[config.mk]
export PLATFORM = sky130hd
export DESIGN_NAME = frwm_ctrl
export DESIGN_NICKNAME = d
export VERILOG_FILES = /design/src/hdl/frame_rate_window_meter_defines.svh /design/src/hdl/frwm_pkg.sv /design/src/hdl/frwm_ctrl.sv
export SDC_FILE = /design/constraint.sdc
export NUM_CORES = 1
export LEC_CHECK = 0
export BUFFER_PORTS_ARGS = -buffer_cell sky130_fd_sc_hd__buf_4
export CAP_MARGIN = 20
export CORE_AREA = 4 4 41 43
export CTS_CLUSTER_SIZE = 14
export DETAILED_ROUTE_END_ITERATION = 7
export DIE_AREA = 0 0 45 47
export PLACE_DENSITY = 0.62
export SYNTH_ARGS = -nofsm -noshare
export SYNTH_HDL_FRONTEND = slang
export SYNTH_SLANG_ARGS = --single-unit
[constraint.sdc]
create_clock -name i_clk -period 1.2 [get_ports i_clk]
set_clock_uncertainty 0.2 [all_clocks]
set_input_delay 0.18 -clock i_clk [delete_from_list [all_inputs] [get_ports i_clk]]
set_output_delay 0.18 -clock i_clk [all_outputs]
set_load 0.005 [all_outputs]
[src/hdl/frame_rate_window_meter_defines.svh]
// Assertion macros shared by the frame rate window meter RTL.
`ifndef FRAME_RATE_WINDOW_METER_DEFINES_SVH
`define FRAME_RATE_WINDOW_METER_DEFINES_SVH

// Same-cycle implication, checked on every rising edge outside reset.
`define FRWM_ASSERT_IMPL(label, ante, cons) \
    label: assert property (@(posedge i_clk) disable iff (!i_rst_n) (ante) |-> (cons)) \
        else $error("frame rate window meter check failed");

// Next-cycle implication, checked on every rising edge outside reset.
`define FRWM_ASSERT_NEXT(label, ante, cons) \
    label: assert property (@(posedge i_clk) disable iff (!i_rst_n) (ante) |=> (cons)) \
        else $error("frame rate window meter check failed");

`endif

[src/hdl/frwm_pkg.sv]
// Shared constants, payload types and controller/datapath link types.
`default_nettype none

package frwm_pkg;

    localparam int TIME_BITS      = 32;
    localparam int RATE_BITS      = 24;
    localparam int RATE_FRAC_BITS = 8;
    localparam int COUNT_BITS     = 32;
    localparam int WSIZE_BITS     = 9;
    localparam int INTERVAL_BITS  = 32;
    localparam int TPS_BITS       = 30;
    localparam int CFG_DATA_BITS  = 32;
    localparam int CFG_INDEX_BITS = 2;
    localparam int MAX_WINDOW_DEF = 256;

    localparam logic [WSIZE_BITS-1:0]    WSIZE_RST    = WSIZE_BITS'(250);
    localparam logic [INTERVAL_BITS-1:0] INTERVAL_RST = INTERVAL_BITS'(200000);
    localparam logic [TPS_BITS-1:0]      TPS_RST      = TPS_BITS'(1000000);
    localparam logic [RATE_BITS-1:0]     RATE_MAX     = {RATE_BITS{1'b1}};

    typedef logic [CFG_INDEX_BITS-1:0] t_cfg_index;

    localparam t_cfg_index CFG_WINDOW_SIZE      = t_cfg_index'(0);
    localparam t_cfg_index CFG_UPDATE_INTERVAL  = t_cfg_index'(1);
    localparam t_cfg_index CFG_TICKS_PER_SECOND = t_cfg_index'(2);

    typedef struct packed {
        logic [TIME_BITS-1:0] timestamp;
    } t_in_item;

    typedef struct packed {
        logic [COUNT_BITS-1:0] frame_count;
        logic [TIME_BITS-1:0]  frame_ticks;
        logic [RATE_BITS-1:0]  frame_rate;
        logic [RATE_BITS-1:0]  recent_rate;
        logic                  recent_updated;
    } t_out_item;

    // Commands from the controller to the datapath.
    typedef struct packed {
        logic capture;     // take the timestamp, count the frame
        logic first;       // first frame after reset: record time only
        logic rate_start;  // start rate division, read oldest sample
        logic rate_take;   // store saturated rate
        logic push;        // write sample, update sum and count
        logic avg_start;   // start average division
        logic avg_take;    // store average, record refresh time
        logic load_out;    // load the result register
    } t_dp_cmd;

    // Status from the datapath to the controller.
    typedef struct packed {
        logic div_busy;
        logic div_done;
        logic refresh_due;
    } t_dp_stat;

endpackage

`default_nettype wire

[src/hdl/frwm_ctrl.sv]
// Controller: sequences capture, rate division, window push, averaging and output.
`default_nettype none

module frwm_ctrl (
    input  wire logic               i_clk,
    input  wire logic               i_rst_n,
    input  wire logic               i_in_valid,
    output logic                    o_in_ready,
    output logic                    o_out_valid,
    input  wire logic               i_out_ready,
    output frwm_pkg::t_dp_cmd       o_cmd,
    input  wire frwm_pkg::t_dp_stat i_stat
);

    import frwm_pkg::*;

    localparam logic [2:0] S_IDLE      = 3'd0;
    localparam logic [2:0] S_RATE      = 3'd1;
    localparam logic [2:0] S_RATE_WAIT = 3'd2;
    localparam logic [2:0] S_PUSH      = 3'd3;
    localparam logic [2:0] S_AVG       = 3'd4;
    localparam logic [2:0] S_AVG_WAIT  = 3'd5;
    localparam logic [2:0] S_DONE      = 3'd6;

    logic [2:0] r_state;
    logic [2:0] n_state;
    logic       r_started;
    logic       r_out_valid;
    logic       w_slot_free;

    always_comb begin
        n_state     = r_state;
        o_cmd       = '0;
        w_slot_free = !r_out_valid || i_out_ready;
        case (r_state)
            S_IDLE: begin
                if (i_in_valid) begin
                    o_cmd.capture = 1'b1;
                    o_cmd.first   = !r_started;
                    n_state       = r_started ? S_RATE : S_DONE;
                end
            end
            S_RATE: begin
                o_cmd.rate_start = 1'b1;
                n_state          = S_RATE_WAIT;
            end
            S_RATE_WAIT: begin
                if (i_stat.div_done) begin
                    o_cmd.rate_take = 1'b1;
                    n_state         = S_PUSH;
                end
            end
            S_PUSH: begin
                o_cmd.push = 1'b1;
                n_state    = i_stat.refresh_due ? S_AVG : S_DONE;
            end
            S_AVG: begin
                o_cmd.avg_start = 1'b1;
                n_state         = S_AVG_WAIT;
            end
            S_AVG_WAIT: begin
                if (i_stat.div_done) begin
                    o_cmd.avg_take = 1'b1;
                    n_state        = S_DONE;
                end
            end
            S_DONE: begin
                if (w_slot_free) begin
                    o_cmd.load_out = 1'b1;
                    n_state        = S_IDLE;
                end
            end
            default: begin
                n_state = S_IDLE;
            end
        endcase
    end

    always_ff @(posedge i_clk) begin
        if (!i_rst_n) begin
            r_state     <= S_IDLE;
            r_started   <= 1'b0;
            r_out_valid <= 1'b0;
        end else begin
            r_state <= n_state;
            if (o_cmd.capture) begin
                r_started <= 1'b1;
            end
            if (o_cmd.load_out) begin
                r_out_valid <= 1'b1;
            end else if (i_out_ready) begin
                r_out_valid <= 1'b0;
            end
        end
    end

    assign o_in_ready  = (r_state == S_IDLE);
    assign o_out_valid = r_out_valid;

endmodule

`default_nettype wire

Word-level counts from Yosys, hierarchy flattened
Index checks and enable logic that the tools add are counted.

operators by class
  divide/modulo/power cells = 0
  $mul = 0
  order comparisons = 0
  shifts and indexed selects = 0
  reductions and logical operators = 6
  bitwise gates (word level) = 0
  $add $sub $neg = 0
  muxes and demuxes = 19
  equality and inequality tests = 10

operator list
  operator                                       number
  case mux 3 bit (7 select lines)                1
  2-to-1 mux 3 bit                               5
  2-to-1 mux 1 bit                               10
  == test 3 bit, second input constant           3
  != test 2 bit, second input constant           4
  == test 3 x 2 -> 1 bit, second input constant  2
  2-to-1 mux 2 bit                               3
  AND reduction 4 bit                            1
  == test 3 x 1 -> 1 bit, second input constant  1
  zero test 3 bit                                1
  zero test 1 bit                                2
  nonzero test 2 bit                             1
  logical OR 1 bit                               1

word-level totals
  bits in read-only memories = 0
  latch bits = 0
  logic and storage cells = 38
  memories = 0
  register bits after elaboration = 5
  output and inout bits = 10
  bits in writable memories = 0

Logic depth before layout (Yosys ltp)
Gate-level depths: netlist (run 1).

  depth in word-level cells = 5
  gate-level depth with buffers = 5

Worst setup path before layout (run 1)
No wires, ideal clock.

  kind = register to register
  from = register r_state[2]
  to = register r_state[1]
  data arrival time = 1.009 ns
  buffers on the path = 1
  library setup time = 0.116 ns
  required time = 0.884 ns
  cell stages (with the launch flop) = 5
  clock period less this slack = 1.326 ns
  slack = -0.126 ns
  cells stage by stage = dfxtp_1 -> buf_6 -> a31oi_1 -> o22a_1 -> a41o_1

on the way
  word-level cells in the longest chain between the ends = 3

RTL lines
  what                                         line             RTL
  start: declaration                           frwm_ctrl.sv:25  logic [2:0] r_state;
  start signal: assignment                     frwm_ctrl.sv:85  r_state <= n_state;
  == test 3 bit, or another cell as far along  frwm_ctrl.sv:35  case (r_state)
  != test 2 bit (no source line)               n/a
  AND reduction 4 bit (no source line)         n/a

Several ways; a longest one is shown, not always the timed one.
A chain may end at the register's enable or synchronous reset.

==> impl_results.md, run 1 <==
* Status: finished with violations
* Violated checks: negative setup slack
* Most frequent CP cell: buf_6
* Most common cell after layout, fill and taps aside: buf_4
* Max IR drop VDD at ~1.3 mV
* Drc violations at 0
* Clock share of power at 0.116
* Min cycle time layout at 1490 ps
* Final setup violation count at 14
* Slowest-stage cell, CP: dfxtp_4
* Power share of the sequential group at 0.219
* Placer Congestion at ~0.75
* Pre-antenna DRT Iters at 2
* Initial DRC Count at 1
* Distinct cells, synth at 23
* Clock Latency Late Sink at 240 ps
* Layout cell share with drive strength beyond 1 at 0.667
* WHS at 12.2 ps
* Worst path arrival time at about 1100 ps
* Final wirelength at 1150 um
* CP max stage delay at 340 ps
* Vias per inst at 4.87
* Worst-margin pin slew at 183 ps
* RSZ-0062 raised after global routing: yes
* P per Cell Area at ~2200 mW/mm2
* Rel. slew slack at 0.878
* Static leakage at 0.341 nW
* GRT Total Usage at 0.110
* # IOs at 17
* Cell family with the largest share of critical-path delay: flip-flops
* Vias in the first global route at 390
* Core Region at ~0.0013 mm2
* Layout area overhead at 108%
* Startpoint Class: register
* TritonCTS buffer count at 3
* Worst Path Max Fanout at 6
* Sequential fraction of the synthesis area at 0.274
* Placed insts at 82
* WL per Instance at about 12 um
* Longest Clk Path Bufs at 2
* Reg2Reg Launch Point: r_state[0]$_SDFFE_PN0P_
* FP Rows at 13
* WP data required at 820 ps
* Die Height at 47 um
* Syn_nets at 53
* Initial antenna violation count at 0
* Dpl ws at -159 ps
* Clock root cell: clkbuf_4
* Worst Min Path Start: i_rst_n
* P_sw at slightly below 600 uW
* Largest net degree at the start of global routing at 13
* Vias post-DR at 453
* Post-route insts no fill at 93
* Ant. Diodes at 0
* Pins Over Slew Limit at 0
* Effective utilization at floorplan at 0.281
* Commonest cells after routing, fill and taps aside: 19 x buf_4, 11 x buf_6
* Antenna Nets Post-Route at 0
* Final Hold Fails at 0
* CP bufs+invs at 2
* Syn_area_per_cell at 7.94 um2
* Max-Cap Viols at 0
* Hold Crit Depth at 2
* Synthesis-stage register bit count at 5
* # clock sinks at 5
* Worst R2R End: r_state[1]$_SDFFE_PN0P_
* Final WS setup at -293 ps
* R2R depth at 6
* Port Buffers at 15
* Final #Nets at between 80 and 90
* Logic gate share of total power at 0.664
* Die area at approximately 0.0021 mm2
* Hold path endpoint: r_state[2]$_SDFFE_PN0P_
* GR Overflow Total at 0
* Max frequency at approximately 670 MHz
* Critical Setup Path Class: register to output port
* Cell Area, Synth at 365 um2
* Switching Fraction at 0.356
* Synthesized netlist cell count at 46
* Crit path from: r_state[0]$_SDFFE_PN0P_
* Detailed placement HPWL at 744 um
* CTS tree: done
* Ys Warns at 0
* Period Utilization, post-route at 1.24
* R2R Setup Slk at -280 ps
* Hold crit path type: input pin to register
* Clk pin slew, worst setup/hold paths at approximately 40 ps
* Crit-path cells: buf_6, nor3_4, and2_4, buf_6
* CTS H-tree depth at 1
* Die W at between 40 and 50 um
* First-pass GRT wire length at 1630 um
* P_int at about 1.1 mW
* Critical Path Sink Type: output port
==> worst max path at each step <==
stage / end / slack, ps / depth (start not counted)
after floorplan: r_state[1]$_SDFFE_PN0P_ / -60 / 4
after global placement: r_state[1]$_SDFFE_PN0P_ / -150 / 4
after detailed placement: r_state[1]$_SDFFE_PN0P_ / -160 / 4
after CTS: o_cmd[7] / -290 / 4
after global routing: o_cmd[7] / -350 / 4
final: o_cmd[7] / -290 / 4
==> cells in the mapped netlist <==
cell type	count	area, um2
nand3b_1	1	7.51
a221oi_1	1	8.76
buf_2	1	5.00
buf_6	1	11.3
o22a_1	1	8.76
and4_1	1	8.76
nand2_1	2	7.51
and2_1	3	18.8
and3b_1	1	8.76
o21a_1	1	7.51
and3_1	2	12.5
dfxtp_1	5	100
nor3_1	3	15.0
nor2_1	3	11.3
nor3b_1	1	7.51
a21oi_1	3	15.0
nand2b_1	4	25.0
nor2b_1	6	37.5
o21ai_0	1	5.00
buf_4	1	7.51
a41o_1	1	10.0
a31oi_1	1	6.26
mux2i_1	2	20.0
==> metrics by stage <==
| stage | instance area [um2] | utilization | total power, mW | setup TNS (ps) |
|---|---|---|---|---|
| CTS | 659 | 0.507 | 1.46 | -2790 |
| detailed placement | 586 | 0.450 | 1.12 | -816 |
| global route | 758 | 0.583 | 1.78 | -3710 |
| global placement | 586 | 0.450 | 1.12 | -799 |
| finish | 758 | 0.583 | 1.65 | -2980 |
| floorplan | 417 | - | 0.805 | -211 |
==> power groups by stage <==
stage	Clock, mW	Sequential, mW	Combinational (mW)
3_3_place_gp	0	0.372	0.746
2_1_floorplan	0	0.310	0.495
3_5_place_dp	0	0.370	0.754
4_1_cts	0.195	0.376	0.888
5_1_grt	0.218	0.377	1.18
6_report	0.193	0.362	1.10
==> registers in the layout, indices dropped and copies added (netlist names) <==
signal	cells
r_started	1
r_state	3
o_out_valid	1
==> metal layers <==
layer / vias to the layer above / global-route usage / share of wire
met3: 4 / 0.0498 / 0.062
li1: 228 / - / -
met4: 0 / 0.0702 / 0.017
met1: 210 / 0.117 / 0.38
met5: - / 0 / 0
met2: 11 / 0.178 / 0.54
==> cell families (layout without fill, tap and decap cells) <==
logic type	count (synthesis)	count (layout)	share of synthesized area
simple gates	27	27	0.438
compound gates	9	9	0.168
flops	5	5	0.274
buf+inv	3	35	0.0651
mux	2	2	0.0548
==> layout make-up <==
cell class / instances / area [um2]
Clock buffer: 4 / 26.3
Multi-Input combinational cell: 38 / 324
Timing Repair Buffer: 31 / 277
Tap cell: 15 / 18.8
Fill cell: 128 / 543
Sequential cell: 5 / 113
==> timing repair <==
item                                    4_1_cts  5_1_grt
buffers inserted                              2        4
endpoints found under the hold margin         0        1
endpoints found under the setup margin       13       15
hold buffers                                  0        1
gates resized for setup                       9       17
cloned                                        0        0
pin swaps                                     4        4
Note: power is estimated with default switching activity, not from simulation.
==> inputs of run 2 (changes only) <==
==> constraint.sdc (replaced) <==
create_clock -name i_clk -period 1.2 [get_ports i_clk]
set_clock_uncertainty 0.2 [all_clocks]
set_input_delay 0.06 -clock i_clk [delete_from_list [all_inputs] [get_ports i_clk]]
set_output_delay 0.06 -clock i_clk [all_outputs]
set_load 0.005 [all_outputs]
==> run 2 against run 1 <==
The run ends with negative hold slack, negative setup slack left; maximum frequency increased by 3.7%; clock power is essentially flat; first-iteration DRC count increased to 5.0 times the previous value; sequential cell count unchanged; critical path type unchanged; critical endpoint unchanged; largest power group unchanged.
==> impl_results.md, run 2 (same netlist as run 1, synthesis figures left out) <==
* Status: finished with violations (unchanged)
* Violated checks: negative hold slack, negative setup slack (was negative setup slack)
* Post-route cell area at 808 um2 (was 758 um2)
* Reg with most FFs: r_state (unchanged)
* Vias per inst at 4.89 (was 4.87)
* Die area at 0.00212 mm2 (unchanged)
* Min cycle time layout at 1440 ps (was 1490 ps)
* Die W at 45 um (unchanged)
* Antenna Nets Post-Route at 0 (unchanged)
* Dpl ws at -129 ps (was -159 ps)
* WP data required at 940 ps (was 820 ps)
* Pins Over Slew Limit at 0 (unchanged)
* Clock Latency Late Sink at 240 ps (about the same)
* Max IR drop VDD at 1.33 mV (was 1.34 mV)
* Clock root cell: clkbuf_4 (unchanged)
* WL per Instance at 12.7 um (was 12.4 um)
* Final Util at 0.621 (was 0.583)
* FP Rows at 13 (unchanged)
* Hold Crit Depth at 4 (was 2)
* Worst path arrival time at 1180 ps (was 1110 ps)
* First-pass GRT wire length at 1860 um (was 1630 um)
* Hold crit path type: input pin to register (unchanged)
* Critical Path End: o_cmd[7] (unchanged)
* Initial antenna violation count at 0 (unchanged)
* Final Hold Fails at 1 (was 0)
* Placer Congestion at 0.838 (was 0.747)
* Final wirelength at 1240 um (was 1150 um)
* Worst R2R End: r_state[1]$_SDFFE_PN0P_ (unchanged)
* Layout cell share with drive strength beyond 1 at 0.675 (was 0.667)
* GRT Total Usage at 0.121 (was 0.110)
* Effective utilization at floorplan at 0.281 (unchanged)
* Critical Path Sink Type: output port (unchanged)
* Placed instance area at 606 um2 (was 586 um2)
* Max frequency at 694 MHz (was 670 MHz)
* Static leakage at 0.377 nW (was 0.341 nW)
* Commonest cells after routing, fill and taps aside: 25 x buf_4, 8 x buf_6 (was 19 x buf_4, 11 x buf_6)
* GR Overflow Total at 0 (unchanged)
* Die Height at 47 um (unchanged)
* CTS tree: done (unchanged)
* Final WS setup at -240 ps (was -293 ps)
* Pre-antenna DRT Iters at 4 (was 2)
* Most common cell after layout, fill and taps aside: buf_4 (unchanged)
* Core Region at 0.00130 mm2 (unchanged)
* # clock sinks at 5 (unchanged)
* Final setup violation count at 14 (unchanged)
* Vias post-DR at 479 (was 453)
* Longest Clk Path Bufs at 2 (unchanged)
* Port Buffers at 15 (unchanged)
* R2R depth at 5 (was 6)
* Initial DRC Count at 5 (was 1)
* Vias in the first global route at 460 (was 390)
* Hold-fix buffers, CTS at 2 (was 0)
* Worst-margin pin slew at 232 ps (was 183 ps)
* Clk pin slew, worst setup/hold paths at 50 ps (was 40 ps)
* Max-Cap Viols at 0 (unchanged)
* WHS at -78.2 ps (was 12.2 ps)
* Final #Nets at 91 (was 86)
* RSZ-0062 raised after global routing: yes (unchanged)
* Crit path from: r_state[1]$_SDFFE_PN0P_ (was r_state[0]$_SDFFE_PN0P_)
* Largest net degree at the start of global routing at 9 (was 13)
* Startpoint Class: register (unchanged)
* CTS H-tree depth at 1 (unchanged)
* Ant. Diodes at 0 (unchanged)
* Max FFs per register at 3 (unchanged)
* Period Utilization, post-route at 1.20 (was 1.24)
* R2R Setup Slk at -240 ps (was -280 ps)
* P per Cell Area at 2240 mW/mm2 (was 2180 mW/mm2)
* Tot Pwr at 1.81 mW (was 1.65 mW)
* TritonCTS buffer count at 3 (unchanged)
* Detailed placement HPWL at 761 um (was 744 um)
* Rel. slew slack at 0.844 (was 0.878)
* Drc violations at 0 (unchanged)
* # IOs at 17 (unchanged)
* Reg2Reg Launch Point: r_state[2]$_SDFFE_PN0P_ (was r_state[0]$_SDFFE_PN0P_)
* Layout area overhead at 121% (was 108%)
* Worst Path Max Fanout at 6 (unchanged)
* Critical Setup Path Class: register to output port (unchanged)
==> run 2: stage by stage <==
stage	hold slack, ps	TNS, ps	instances
global route	-54.1	-3460	98
detailed placement	122	-489	83
finish	-78.2	-2600	98
CTS	-82.4	-2430	93
global placement	125	-582	83
floorplan	-22.5	-148	46
==> run 2: worst min-delay path by stage <==
stage / endpoint / from
6_report: o_out_valid$_SDFFE_PN0P_ / i_out_ready
5_1_grt: o_out_valid$_SDFFE_PN0P_ / i_out_ready
4_1_cts: o_out_valid$_SDFFE_PN0P_ / i_out_ready
3_5_place_dp: r_started$_SDFFE_PN0P_ / i_rst_n
3_3_place_gp: r_started$_SDFFE_PN0P_ / i_rst_n
2_1_floorplan: r_started$_SDFFE_PN0P_ / i_rst_n
==> run 2: critical path, stage by stage (launching register included) <==
cell and delay, ps:
dfxtp_4 350, buf_12 130, nor3_4 200, and2_4 180, buf_6 90
==> run 2: power by group <==
| group | switching, mW | total [mW] | internal [mW] |
|---|---|---|---|
| Sequential | 0.0725 | 0.317 | 0.244 |
| Clock | 0.0716 | 0.192 | 0.121 |
| Combinational | 0.493 | 1.30 | 0.809 |
==> run 2: routing by layer <==
metal	share of wire	vias up	track usage
li1	-	241	-
met1	0.42	224	0.144
met2	0.52	14	0.201
met3	0.053	0	0.0268
met4	0	0	0.0702
met5	0	-	0
==> run 2: area by class of cell <==
cell class              instances  area, um2
multi-input cells              38        332
clock buffers                   3       22.5
fillers                       116        493
clock inverters                 1       5.00
well taps                      15       18.8
repair buffers                 36        318
flip-flops and latches          5        113
==> run 2: what timing repair did <==
item / CTS / global route
endpoints found under the setup margin: 13 / 14
resized for setup: 8 / 12
endpoints found under the hold margin: 5 / 1
pin swaps: 7 / 3
buffers inserted: 4 / 5
